--- config.mk ---
export PLATFORM = sky130hd
export DESIGN_NAME = waveform_peak_decimator_flat
export DESIGN_NICKNAME = d
export VERILOG_FILES = /design/src/hdl/wpd_pkg.sv /design/src/hdl/wpd_if.sv /design/src/hdl/wpd_amplitude.sv /design/src/hdl/waveform_peak_decimator.sv /design/src/flat_wrapper.sv
export SDC_FILE = /design/constraint.sdc
export NUM_CORES = 1
export LEC_CHECK = 0
export BUFFER_PORTS_ARGS = -buffer_cell sky130_fd_sc_hd__clkbuf_2
export CAP_MARGIN = 10
export CORE_ASPECT_RATIO = 0.9
export CORE_MARGIN = 10
export CORE_UTILIZATION = 46
export DETAILED_ROUTE_END_ITERATION = 8
export PLACE_DENSITY = 0.72
export SLEW_MARGIN = 20
export SYNTH_ARGS = -nofsm -noshare
export SYNTH_HDL_FRONTEND = slang
export SYNTH_SLANG_ARGS = --single-unit
--- constraint.sdc ---
create_clock -name clk -period 6.9 [get_ports clk]
set_input_delay 1.38 -clock clk [delete_from_list [all_inputs] [get_ports clk]]
set_output_delay 1.38 -clock clk [all_outputs]
set_load 0.02 [all_outputs]
--- src/hdl/wpd_pkg.sv ---
// Package of the waveform peak decimator: field widths, register indexes, sample
// formats, reset values and float32 conversion constants.
// No dependencies; every other file of the block imports it.
`default_nettype none

package wpd_pkg;

	localparam int SAMPLE_W    = 32;
	localparam int PEAK_W      = 17;
	localparam int CFG_INDEX_W = 2;
	localparam int CFG_DATA_W  = 32;
	localparam int FMT_W       = 2;
	localparam int CHAN_W      = 4;
	localparam int FPP_W       = 32;
	localparam int MAXPTS_W    = 11;

	localparam int DEFAULT_MAX_CHANNELS = 8;
	localparam int DEFAULT_POINT_LIMIT  = 1024;

	typedef logic [SAMPLE_W-1:0]   word_t;
	typedef logic [PEAK_W-1:0]     peak_t;
	typedef logic [CFG_DATA_W-1:0] cfg_data_t;

	// Full scale amplitude, 1.0 in unsigned Q1.16.
	localparam peak_t FULL_SCALE = 17'h1_0000;

	typedef enum logic [FMT_W-1:0] {
		FMT_U8  = 2'd0,
		FMT_S16 = 2'd1,
		FMT_S32 = 2'd2,
		FMT_F32 = 2'd3
	} fmt_t;

	typedef enum logic [CFG_INDEX_W-1:0] {
		REG_SAMPLE_FORMAT    = 2'd0,
		REG_CHANNEL_COUNT    = 2'd1,
		REG_FRAMES_PER_POINT = 2'd2,
		REG_MAX_POINTS       = 2'd3
	} reg_index_t;

	localparam fmt_t                RST_SAMPLE_FORMAT    = FMT_S16;
	localparam logic [CHAN_W-1:0]   RST_CHANNEL_COUNT    = 4'd2;
	localparam logic [FPP_W-1:0]    RST_FRAMES_PER_POINT = 32'd1;
	localparam logic [MAXPTS_W-1:0] RST_MAX_POINTS       = 11'd900;

	// float32 fields and the exponent window that maps onto Q1.16.
	localparam logic [7:0] F32_EXP_SPECIAL = 8'hFF;
	localparam logic [7:0] F32_EXP_ONE     = 8'd127;
	localparam logic [7:0] F32_EXP_MIN     = 8'd103;
	localparam logic [7:0] F32_SHIFT_BASE  = 8'd134;

	// Offset of unsigned 8-bit audio.
	localparam logic [7:0] U8_MIDPOINT = 8'd128;

endpackage

`default_nettype wire

--- src/hdl/wpd_if.sv ---
// Channel interfaces of the waveform peak decimator: sample input, peak point
// output and configuration write channel. Depends on wpd_pkg.
`default_nettype none

interface wpd_sample_if;
	import wpd_pkg::*;
	logic  valid;
	logic  ready;
	word_t sample_word;
	logic  end_of_track;
	modport source (output valid, output sample_word, output end_of_track, input ready);
	modport sink (input valid, input sample_word, input end_of_track, output ready);
endinterface

interface wpd_point_if;
	import wpd_pkg::*;
	logic  valid;
	logic  ready;
	peak_t peak_level;
	logic  final_point;
	modport source (output valid, output peak_level, output final_point, input ready);
	modport sink (input valid, input peak_level, input final_point, output ready);
endinterface

interface wpd_cfg_if;
	import wpd_pkg::*;
	logic                   valid;
	logic                   ready;
	logic [CFG_INDEX_W-1:0] index;
	cfg_data_t              data;
	modport source (output valid, output index, output data, input ready);
	modport sink (input valid, input index, input data, output ready);
endinterface

`default_nettype wire

--- src/hdl/wpd_amplitude.sv ---
// Sample word to absolute amplitude in unsigned Q1.16, for all four formats.
// Purely combinational. Depends on wpd_pkg.
`default_nettype none

module wpd_amplitude (
	input  wpd_pkg::fmt_t  fmt,
	input  wpd_pkg::word_t word,
	output wpd_pkg::peak_t level
);
	import wpd_pkg::*;

	logic [7:0]  u8_byte;
	logic [7:0]  u8_dist;
	logic [15:0] s16_mag;
	word_t       s32_mag;
	logic [7:0]  f_exp;
	logic [22:0] f_man;
	logic [7:0]  f_shift_full;
	logic [4:0]  f_shift;
	logic [23:0] f_shifted;
	peak_t       f_level;

	assign u8_byte = word[7:0];
	assign u8_dist = (u8_byte >= U8_MIDPOINT) ? (u8_byte - U8_MIDPOINT)
	                                          : (U8_MIDPOINT - u8_byte);

	// Two's complement negation keeps -32768 at 0x8000, which doubles to full scale.
	assign s16_mag = word[15] ? (~word[15:0] + 16'd1) : word[15:0];
	assign s32_mag = word[31] ? (~word + 32'd1) : word;

	assign f_exp        = word[30:23];
	assign f_man        = word[22:0];
	assign f_shift_full = F32_SHIFT_BASE - f_exp;
	assign f_shift      = f_shift_full[4:0];
	assign f_shifted    = {1'b1, f_man} >> f_shift;

	// Only exponents in the window below one reach the shifter; the shift is then
	// at least eight, so the result stays below full scale.
	always_comb begin
		if (f_exp == F32_EXP_SPECIAL) begin
			f_level = (f_man != '0) ? '0 : FULL_SCALE;
		end else if (f_exp >= F32_EXP_ONE) begin
			f_level = FULL_SCALE;
		end else if (f_exp < F32_EXP_MIN) begin
			f_level = '0;
		end else begin
			f_level = f_shifted[PEAK_W-1:0];
		end
	end

	always_comb begin
		case (fmt)
			FMT_U8:  level = {u8_dist, 9'd0};
			FMT_S16: level = {s16_mag, 1'b0};
			FMT_S32: level = s32_mag[31:15];
			FMT_F32: level = f_level;
			default: level = '0;
		endcase
	end

endmodule

`default_nettype wire

--- src/hdl/waveform_peak_decimator.sv ---
// Top level of the waveform peak decimator: configuration registers, sample
// register, per-sample peak and counter update, and output register.
// Depends on wpd_pkg, the interfaces in wpd_if.sv and wpd_amplitude.
`default_nettype none

// The block takes one interleaved PCM sample per transaction and reduces a
// bucket of frames to one peak point, the largest absolute amplitude seen over
// all channels of the bucket, in unsigned Q1.16 where 65536 is 1.0. A point is
// sent when the bucket holds frames_per_point complete frames, and on the
// sample marked end_of_track, which flushes the current bucket (a cut
// short last frame counts) with final_point set. Once max_points points have
// been sent the last of them carries final_point, and further samples are
// swallowed without output up to and including the next end_of_track sample,
// which readies the block for a new track. Rate: one sample is taken on every
// clock while the point channel keeps up; a sample is held in the input
// register and its point, if any, is loaded into the output register as
// the sample moves on. The pace is set by the update of the running peak
// and the channel, frame and point counters, which every sample must pass
// before the next. Stalls on the point channel hold the input register; one
// further sample is still accepted while a finished point waits. Configuration
// writes are taken at once and act from the next sample on; they are meant to
// be made with no sample in flight. Zero register values act as one, and
// channel counts and point limits above the MAX_CHANNELS and POINT_LIMIT
// parameters saturate at them.
module waveform_peak_decimator #(
	parameter int MAX_CHANNELS = wpd_pkg::DEFAULT_MAX_CHANNELS,
	parameter int POINT_LIMIT  = wpd_pkg::DEFAULT_POINT_LIMIT
) (
	input  logic         clk,
	input  logic         arst_n,
	wpd_cfg_if.sink      cfg,
	wpd_sample_if.sink   samples,
	wpd_point_if.source  points
);
	import wpd_pkg::*;

	// Channel position counts 0 .. MAX_CHANNELS-1; comparisons run at a width
	// that holds both the position plus one and the channel_count register.
	localparam int POS_W  = (MAX_CHANNELS > 1) ? $clog2(MAX_CHANNELS) : 1;
	localparam int CH_W   = $clog2(MAX_CHANNELS + 1);
	localparam int CHC_W  = (CH_W > CHAN_W) ? CH_W : CHAN_W;
	// Points emitted count up to POINT_LIMIT.
	localparam int PTS_W  = $clog2(POINT_LIMIT + 1);
	localparam int PTC_W  = (PTS_W > MAXPTS_W) ? PTS_W : MAXPTS_W;

	localparam logic [CHC_W-1:0] CH_MAX = CHC_W'(MAX_CHANNELS);
	localparam logic [PTC_W-1:0] PT_MAX = PTC_W'(POINT_LIMIT);

	// Configuration registers.
	fmt_t                fmt_q;
	logic [CHAN_W-1:0]   chan_cnt_q;
	logic [FPP_W-1:0]    fpp_q;
	logic [MAXPTS_W-1:0] max_pts_q;

	// Input register.
	logic  valid_s1;
	word_t word_s1;
	logic  eot_s1;

	// Track state.
	peak_t            peak_q;
	logic [POS_W-1:0] pos_q;
	logic [FPP_W-1:0] frames_q;
	logic [PTS_W-1:0] pts_q;
	logic             track_done_q;

	// Output register.
	logic  out_valid_q;
	peak_t out_peak_q;
	logic  out_final_q;

	// Datapath of the sample held in the input register.
	peak_t            amp_s1;
	peak_t            peak_new;
	logic [CHC_W-1:0] chans_eff;
	logic [CHC_W-1:0] pos_inc;
	logic             frame_done;
	logic [FPP_W-1:0] frames_inc;
	logic             bucket_full;
	logic [PTC_W-1:0] limit_eff;
	logic [PTC_W-1:0] pts_inc;
	logic             emit;
	logic             fin;
	logic             advance;
	logic             step;

	// ------------------------------------------------------------------
	// Configuration channel: always ready, writes land immediately.
	// ------------------------------------------------------------------
	assign cfg.ready = 1'b1;

	always_ff @(posedge clk or negedge arst_n) begin
		if (!arst_n) begin
			fmt_q      <= RST_SAMPLE_FORMAT;
			chan_cnt_q <= RST_CHANNEL_COUNT;
			fpp_q      <= RST_FRAMES_PER_POINT;
			max_pts_q  <= RST_MAX_POINTS;
		end else if (cfg.valid && cfg.ready) begin
			case (reg_index_t'(cfg.index))
				REG_SAMPLE_FORMAT:    fmt_q      <= fmt_t'(cfg.data[FMT_W-1:0]);
				REG_CHANNEL_COUNT:    chan_cnt_q <= cfg.data[CHAN_W-1:0];
				REG_FRAMES_PER_POINT: fpp_q      <= cfg.data[FPP_W-1:0];
				REG_MAX_POINTS:       max_pts_q  <= cfg.data[MAXPTS_W-1:0];
				default: ;
			endcase
		end
	end

	// ------------------------------------------------------------------
	// Handshakes. The held sample moves on whenever the output register is
	// free or is being emptied in this cycle, whether or not it makes a point.
	// ------------------------------------------------------------------
	assign advance       = !out_valid_q || points.ready;
	assign step          = valid_s1 && advance;
	assign samples.ready = !valid_s1 || advance;

	always_ff @(posedge clk or negedge arst_n) begin
		if (!arst_n) begin
			valid_s1 <= 1'b0;
		end else if (samples.ready) begin
			valid_s1 <= samples.valid;
		end
	end

	always_ff @(posedge clk) begin
		if (samples.valid && samples.ready) begin
			word_s1 <= samples.sample_word;
			eot_s1  <= samples.end_of_track;
		end
	end

	// ------------------------------------------------------------------
	// Per-sample update.
	// ------------------------------------------------------------------
	wpd_amplitude u_amplitude (
		.fmt   (fmt_q),
		.word  (word_s1),
		.level (amp_s1)
	);

	assign peak_new = (amp_s1 > peak_q) ? amp_s1 : peak_q;

	always_comb begin
		if (chan_cnt_q == '0) begin
			chans_eff = CHC_W'(1);
		end else if (CHC_W'(chan_cnt_q) > CH_MAX) begin
			chans_eff = CH_MAX;
		end else begin
			chans_eff = CHC_W'(chan_cnt_q);
		end
	end

	always_comb begin
		if (max_pts_q == '0) begin
			limit_eff = PTC_W'(1);
		end else if (PTC_W'(max_pts_q) > PT_MAX) begin
			limit_eff = PT_MAX;
		end else begin
			limit_eff = PTC_W'(max_pts_q);
		end
	end

	assign pos_inc    = CHC_W'(pos_q) + CHC_W'(1);
	assign frame_done = (pos_inc >= chans_eff);
	// The frame count wraps at 32 bits like the register it compares with;
	// a zero frames_per_point acts as one.
	assign frames_inc  = frames_q + FPP_W'(1);
	assign bucket_full = frame_done &&
	                     ((fpp_q == '0) ? (frames_inc != '0) : (frames_inc >= fpp_q));
	assign emit        = bucket_full || eot_s1;
	assign pts_inc     = PTC_W'(pts_q) + PTC_W'(1);
	assign fin         = eot_s1 || (pts_inc >= limit_eff);

	always_ff @(posedge clk or negedge arst_n) begin
		if (!arst_n) begin
			peak_q       <= '0;
			pos_q        <= '0;
			frames_q     <= '0;
			pts_q        <= '0;
			track_done_q <= 1'b0;
		end else if (step) begin
			if (track_done_q) begin
				// Swallowed sample; only the end of the track frees the block.
				if (eot_s1) begin
					track_done_q <= 1'b0;
					pts_q        <= '0;
				end
			end else if (emit && eot_s1) begin
				peak_q   <= '0;
				pos_q    <= '0;
				frames_q <= '0;
				pts_q    <= '0;
			end else if (emit && fin) begin
				peak_q       <= '0;
				pos_q        <= '0;
				frames_q     <= '0;
				pts_q        <= pts_inc[PTS_W-1:0];
				track_done_q <= 1'b1;
			end else if (emit) begin
				// Full bucket in mid-track; the frame has just wrapped.
				peak_q   <= '0;
				pos_q    <= '0;
				frames_q <= '0;
				pts_q    <= pts_inc[PTS_W-1:0];
			end else begin
				peak_q <= peak_new;
				if (frame_done) begin
					pos_q    <= '0;
					frames_q <= frames_inc;
				end else begin
					pos_q <= pos_inc[POS_W-1:0];
				end
			end
		end
	end

	// ------------------------------------------------------------------
	// Output register.
	// ------------------------------------------------------------------
	always_ff @(posedge clk or negedge arst_n) begin
		if (!arst_n) begin
			out_valid_q <= 1'b0;
		end else if (step && !track_done_q && emit) begin
			out_valid_q <= 1'b1;
		end else if (points.ready) begin
			out_valid_q <= 1'b0;
		end
	end

	always_ff @(posedge clk) begin
		if (step && !track_done_q && emit) begin
			out_peak_q  <= peak_new;
			out_final_q <= fin;
		end
	end

	assign points.valid       = out_valid_q;
	assign points.peak_level  = out_peak_q;
	assign points.final_point = out_final_q;

	// ------------------------------------------------------------------
	// Assertions.
	// ------------------------------------------------------------------
	a_peak_in_range: assert property (@(posedge clk) disable iff (!arst_n)
		out_valid_q |-> (out_peak_q <= FULL_SCALE))
		else $error("peak point above full scale");

	a_done_is_clear: assert property (@(posedge clk) disable iff (!arst_n)
		track_done_q |-> (peak_q == '0 && pos_q == '0 && frames_q == '0))
		else $error("bucket state left over after the point limit");

	a_eot_gives_final: assert property (@(posedge clk) disable iff (!arst_n)
		(step && !track_done_q && eot_s1) |=> (out_valid_q && out_final_q))
		else $error("end of track did not produce a final point");

	a_pos_in_range: assert property (@(posedge clk) disable iff (!arst_n)
		CHC_W'(pos_q) < CH_MAX)
		else $error("channel position beyond the channel limit");

endmodule

`default_nettype wire

--- src/flat_wrapper.sv ---
// flat-port wrapper written by rule: the top's interface ports become plain ports
module waveform_peak_decimator_flat import wpd_pkg::*;
#(
	parameter int MAX_CHANNELS = wpd_pkg::DEFAULT_MAX_CHANNELS,
	parameter int POINT_LIMIT  = wpd_pkg::DEFAULT_POINT_LIMIT
)
  (clk, arst_n, cfg_valid, cfg_index, cfg_data, cfg_ready, samples_valid, samples_sample_word, samples_end_of_track, samples_ready, points_valid, points_peak_level, points_final_point, points_ready);
  wpd_cfg_if cfg_i ();
  wpd_sample_if samples_i ();
  wpd_point_if points_i ();
  input  logic clk;
  input  logic arst_n;
  input wire logic [$bits(cfg_i.valid)-1:0] cfg_valid;
  input wire logic [$bits(cfg_i.index)-1:0] cfg_index;
  input wire logic [$bits(cfg_i.data)-1:0] cfg_data;
  output wire logic [$bits(cfg_i.ready)-1:0] cfg_ready;
  input wire logic [$bits(samples_i.valid)-1:0] samples_valid;
  input wire logic [$bits(samples_i.sample_word)-1:0] samples_sample_word;
  input wire logic [$bits(samples_i.end_of_track)-1:0] samples_end_of_track;
  output wire logic [$bits(samples_i.ready)-1:0] samples_ready;
  output wire logic [$bits(points_i.valid)-1:0] points_valid;
  output wire logic [$bits(points_i.peak_level)-1:0] points_peak_level;
  output wire logic [$bits(points_i.final_point)-1:0] points_final_point;
  input wire logic [$bits(points_i.ready)-1:0] points_ready;
  assign cfg_i.valid = cfg_valid;
  assign cfg_i.index = cfg_index;
  assign cfg_i.data = cfg_data;
  assign cfg_ready = cfg_i.ready;
  assign samples_i.valid = samples_valid;
  assign samples_i.sample_word = samples_sample_word;
  assign samples_i.end_of_track = samples_end_of_track;
  assign samples_ready = samples_i.ready;
  assign points_valid = points_i.valid;
  assign points_peak_level = points_i.peak_level;
  assign points_final_point = points_i.final_point;
  assign points_i.ready = points_ready;
  waveform_peak_decimator #(.MAX_CHANNELS(MAX_CHANNELS), .POINT_LIMIT(POINT_LIMIT)) u_core (.clk(clk), .arst_n(arst_n), .cfg(cfg_i), .samples(samples_i), .points(points_i));
endmodule
==> impl_metrics.csv <==
group,metric,value,unit
routing,met3_length,2.49,mm
sta,fin_crit,5680,ps
cts,worstSkewPairLatency,440,ps
grt,grt.overflow.total,0,
die,die_h,171,um
sta,slew_headroom,29.9,%
synthesis,synth_common_cells,"132 x nand2_1, 108 x dfrtp_1, 74 x nor2_1",
final_layout,nets,1454,
worst_hold_path,holdCritStartpoint,"u_core.peak_q[8]$_DFFE_PN0P_",
die,die_x,188,um
sta,skew,11.5,ps
worst_hold_path,hp-class,"reg -> reg",
synthesis,synth-edff-count,51,
grt,grt_pass1_wl,52.2,mm
cts,cts_hold_buf,0,
critical_path,path_buf_inv,4,
critical_path,reg2reg_from,"u_core.word_s1[23]$_DFFE_PP_",
critical_path,crit_fanout,23,
synthesis,synthesis.instances,1255,
final_layout,finish.utilization,51.7,%
critical_path,cp-start-kind,"flip-flop",
routing,drc,0,
cts,cts-resized-gates,0,
pwr,seqPwrFrac,37.4,%
routing,post_drt_wl_per_cell,19.5,um
synthesis,synthFlopType,"dfrtp_1",
routing,avgViaCountPerCell,6.03,
synthesis,synth_area,0.0117,mm^2
synthesis,syn_area_per_cell,9.35,um^2
cts,htree_levels,4,
placed_design,placed_cell_area,0.0124,mm^2
synthesis,ys_types,76,
routing,postRouteWirelength,32.4,mm
routing,first_iter_violations,1112,
cts,cts_setup_buffers,0,
die,rows,55,
routing,routed-wl-met2,14.1,mm
synthesis,async_reset_ff_share,69.3,%
placed_design,place_congestion,1.06,
critical_path,crit_chain,"buf_4 -> inv_2 -> ha_1 -> buf_4 -> mux2_2 -> o21ai_0 -> mux2_2 -> nand2_1 -> a32oi_1 -> o221ai_1 -> ha_1 -> nor2b_1 -> o21a_1 -> o21ai_0 -> a211o_1 -> nand3_1 -> a221o_1 -> o41ai_2 -> buf_4 -> mux2_2",
routing,drt-met1-wl,14.9,mm
critical_path,critPathSlowestCell,"ha_1",
pwr,p_per_area,301,mW/mm^2
critical_path,cp.required,7080,ps
grt,grt_max_degree,63,
sta,fmax,0.176,GHz
final_layout,syn_to_final_growth,10.7,%
synthesis,yosys-top-cells-area,"dfrtp_1 23%, edfxtp_1 13%, ha_1 7.8%, mux2_2 6.7%, nand2_1 4.2%",
die,dieArea,0.0323,mm^2
synthesis,syn_nets,1400,
synthesis,ys_ff_latch,166,
critical_path,cp_top_family,"compound AO/OA/AOI/OAI gates",
die,io_pins,93,
placed_design,dp_hpwl,24.0,mm
cts,numCtsBuffers,17,
synthesis,synth.most_common_cell,"nand2_1",
sta,setup_slack,1220,ps
sta,worst_pin_slew,1050,ps
sta,grt_setup_unrepaired,"no",
final_layout,design_area,0.0130,mm^2
critical_path,reg2reg_depth,20,
pwr,sw_frac_of_total,39.7,%
critical_path,arrival,5860,ps
pwr,vdd_ir_drop_max,0.153,mV
pwr,switchingPower,1.55,mW
synthesis,synth-seq-area-share,37.7,%
sta,hold_ws,504,ps
synthesis,yosysTopAreaCell,"dfrtp_1",
synthesis,yosysWarnings,0,
sta,hold_viol,0,
sta,fin_crit_sh,82.4,%
routing,top_layer,"met4",
final_layout,fill_cells,2250,
pwr,power_frac_comb,39.2,%
critical_path,crit_type,"reg -> reg",
cts,clkTransAtPathRegs,70,ps
final_layout,diodes,0,
pwr,p_clk_share,23.4,%
outcome,outcome,"finished, final reports clean",
grt,antenna_found_initial,0,
final_layout,drive_gt1_share,17.9,%
sta,finalSetupTns,0,ps
die,core_area,0.0251,mm^2
grt,track_usage,20.0,%
critical_path,worst_path_largest_cell_delay,670,ps
routing,ant_nets,0,
cts,root_buffer,"clkbuf_16",
critical_path,reg2reg_slack,1220,ps
worst_hold_path,min_path_cells,1,
routing,firstDrtPassIters,6,
cts,clockBufferDepth,2,
sta,report.final.slew_viol_count,0,
sta,setup_violations,0,
synthesis,synth_top_area_share,23.0,%
routing,vias,10000,
cts,cts_sinks,166,
pwr,power.internal,2.36,mW
critical_path,end_kind,"flip-flop",
die,initial_utilization,46.7,%
run,cap_violations,0,
critical_path,rr_endpoint,"u_core.points.peak_level[13]$_DFFE_PP_",
cts,cts_tree,"done",
placed_design,portBuffers,91,
worst_hold_path,worstHoldEndpoint,"u_core.peak_q[8]$_DFFE_PN0P_",
pwr,p_leak,5.70,nW
grt,grt_pass1_vias,9641,
placed_design,place_ws,1360,ps
[worst register-to-register path, cell delays in order (launching register included)]
cell and delay (ps):
edfxtp_1 320, buf_4 280, inv_2 70, ha_1 670
buf_4 290, mux2_2 370, o21ai_0 240, mux2_2 220
nand2_1 50, a32oi_1 280, o221ai_1 310, ha_1 380
nor2b_1 130, o21a_1 160, o21ai_0 140, a211o_1 140
nand3_1 70, a221o_1 370, o41ai_2 170, buf_4 370
mux2_2 380
[cells by family (layout without fill, tap and decap cells)]
| group | after synthesis | in the layout | synth area share, % |
|---|---|---|---|
| and+or+nand+nor | 414 | 414 | 18.0 |
| AOI/OAI and AO/OA | 276 | 276 | 15.8 |
| DFF | 166 | 166 | 37.7 |
| buffers and inverters | 143 | 210 | 4.96 |
| muxes | 104 | 104 | 9.94 |
| xor gates and xnor gates | 78 | 78 | 5.82 |
| adders and majority gates | 73 | 73 | 7.79 |
| other | 1 | 1 | 0.0320 |
[sequential cells by signal, summed over array words and instances, names as in the netlist]
signal	count
u_core.fmt_q	2
u_core.track_done_q	1
u_core.valid_s1	1
u_core.pos_q	3
u_core.fpp_q	32
u_core.pts_q	11
u_core.peak_q	17
u_core.points.valid	1
u_core.word_s1	32
u_core.points.peak_level	17
u_core.max_pts_q	11
u_core.eot_s1	1
u_core.frames_q	32
u_core.chan_cnt_q	4
u_core.points.final_point	1
[cell usage in the layout, fill, tap and decap left out, types with 5 or more instances in the layout]
master / synthesis / routed
nor2b_1: 12 / 12
a31oi_1: 8 / 8
buf_4: 1 / 17
nor2_1: 74 / 73
clkbuf_2: 0 / 90
nor4_1: 20 / 20
o211ai_1: 5 / 5
mux2i_1: 31 / 31
o2bb2ai_1: 6 / 6
xnor2_1: 44 / 43
and3_1: 9 / 9
dfrtp_1: 108 / 108
or3_1: 7 / 7
o21a_1: 11 / 11
mux2_2: 70 / 70
o41ai_1: 6 / 5
and4_1: 13 / 13
ha_1: 73 / 73
nand2b_1: 17 / 17
dfstp_2: 7 / 7
nand4_1: 32 / 32
clkbuf_16: 0 / 17
xor2_1: 34 / 34
a211oi_1: 13 / 13
a21oi_1: 52 / 52
nand3_1: 42 / 42
a221o_1: 8 / 8
edfxtp_1: 51 / 51
a22o_1: 18 / 18
nand2_1: 132 / 132
o31ai_1: 9 / 9
or4_1: 5 / 5
a21o_1: 32 / 32
inv_1: 69 / 69
nor3_1: 21 / 21
o21ai_0: 69 / 69
[per-layer routing]
layer / GRT usage, % / up-vias
li1: - / 4709
met3: 4.96 / 68
met5: 0 / -
met2: 29.7 / 419
met1: 27.8 / 4831
met4: 7.03 / 0
[worst max path at each step]
stage / end / slack (ps) / from / depth (start not counted)
after floorplan: u_core.points.peak_level[12]$_DFFE_PP_ / 730 / u_core.word_s1[23]$_DFFE_PP_ / 21
after global placement: u_core.points.peak_level[12]$_DFFE_PP_ / 1390 / u_core.word_s1[23]$_DFFE_PP_ / 18
after detailed placement: u_core.points.peak_level[13]$_DFFE_PP_ / 1360 / u_core.word_s1[23]$_DFFE_PP_ / 20
after CTS: u_core.points.peak_level[13]$_DFFE_PP_ / 1340 / u_core.word_s1[23]$_DFFE_PP_ / 20
after global routing: u_core.points.peak_level[13]$_DFFE_PP_ / 900 / u_core.word_s1[23]$_DFFE_PP_ / 20
final: u_core.points.peak_level[13]$_DFFE_PP_ / 1220 / u_core.word_s1[23]$_DFFE_PP_ / 20
[per-stage QoR]
| stage | power [mW] | instances |
|---|---|---|
| after global placement | 2.95 | 1632 |
| after detailed placement | 2.99 | 1632 |
| after global routing | 4.17 | 1664 |
| after floorplan | 2.54 | 1255 |
| final | 3.91 | 1664 |
| after CTS | 3.91 | 1664 |
[power by group through the flow]
stage	registers, mW	logic (mW)	clock network [mW]
2_1_floorplan	1.40	1.14	0
3_3_place_gp	1.47	1.48	0
3_5_place_dp	1.48	1.52	0
4_1_cts	1.46	1.52	0.930
5_1_grt	1.49	1.71	0.970
6_report	1.47	1.53	0.915
[layout make-up]
type                       instances  area, um^2  area share, %
tap                              342         428           3.29
inverter                          71         267           2.05
sequential                       166        4420           34.0
clock inverter                    11        91.3          0.703
timing repair buffer             107         578           4.45
multi-input combinational        946        6750           51.9
clock buffer                      21         460           3.54
(Power assumes the default switching activity.)
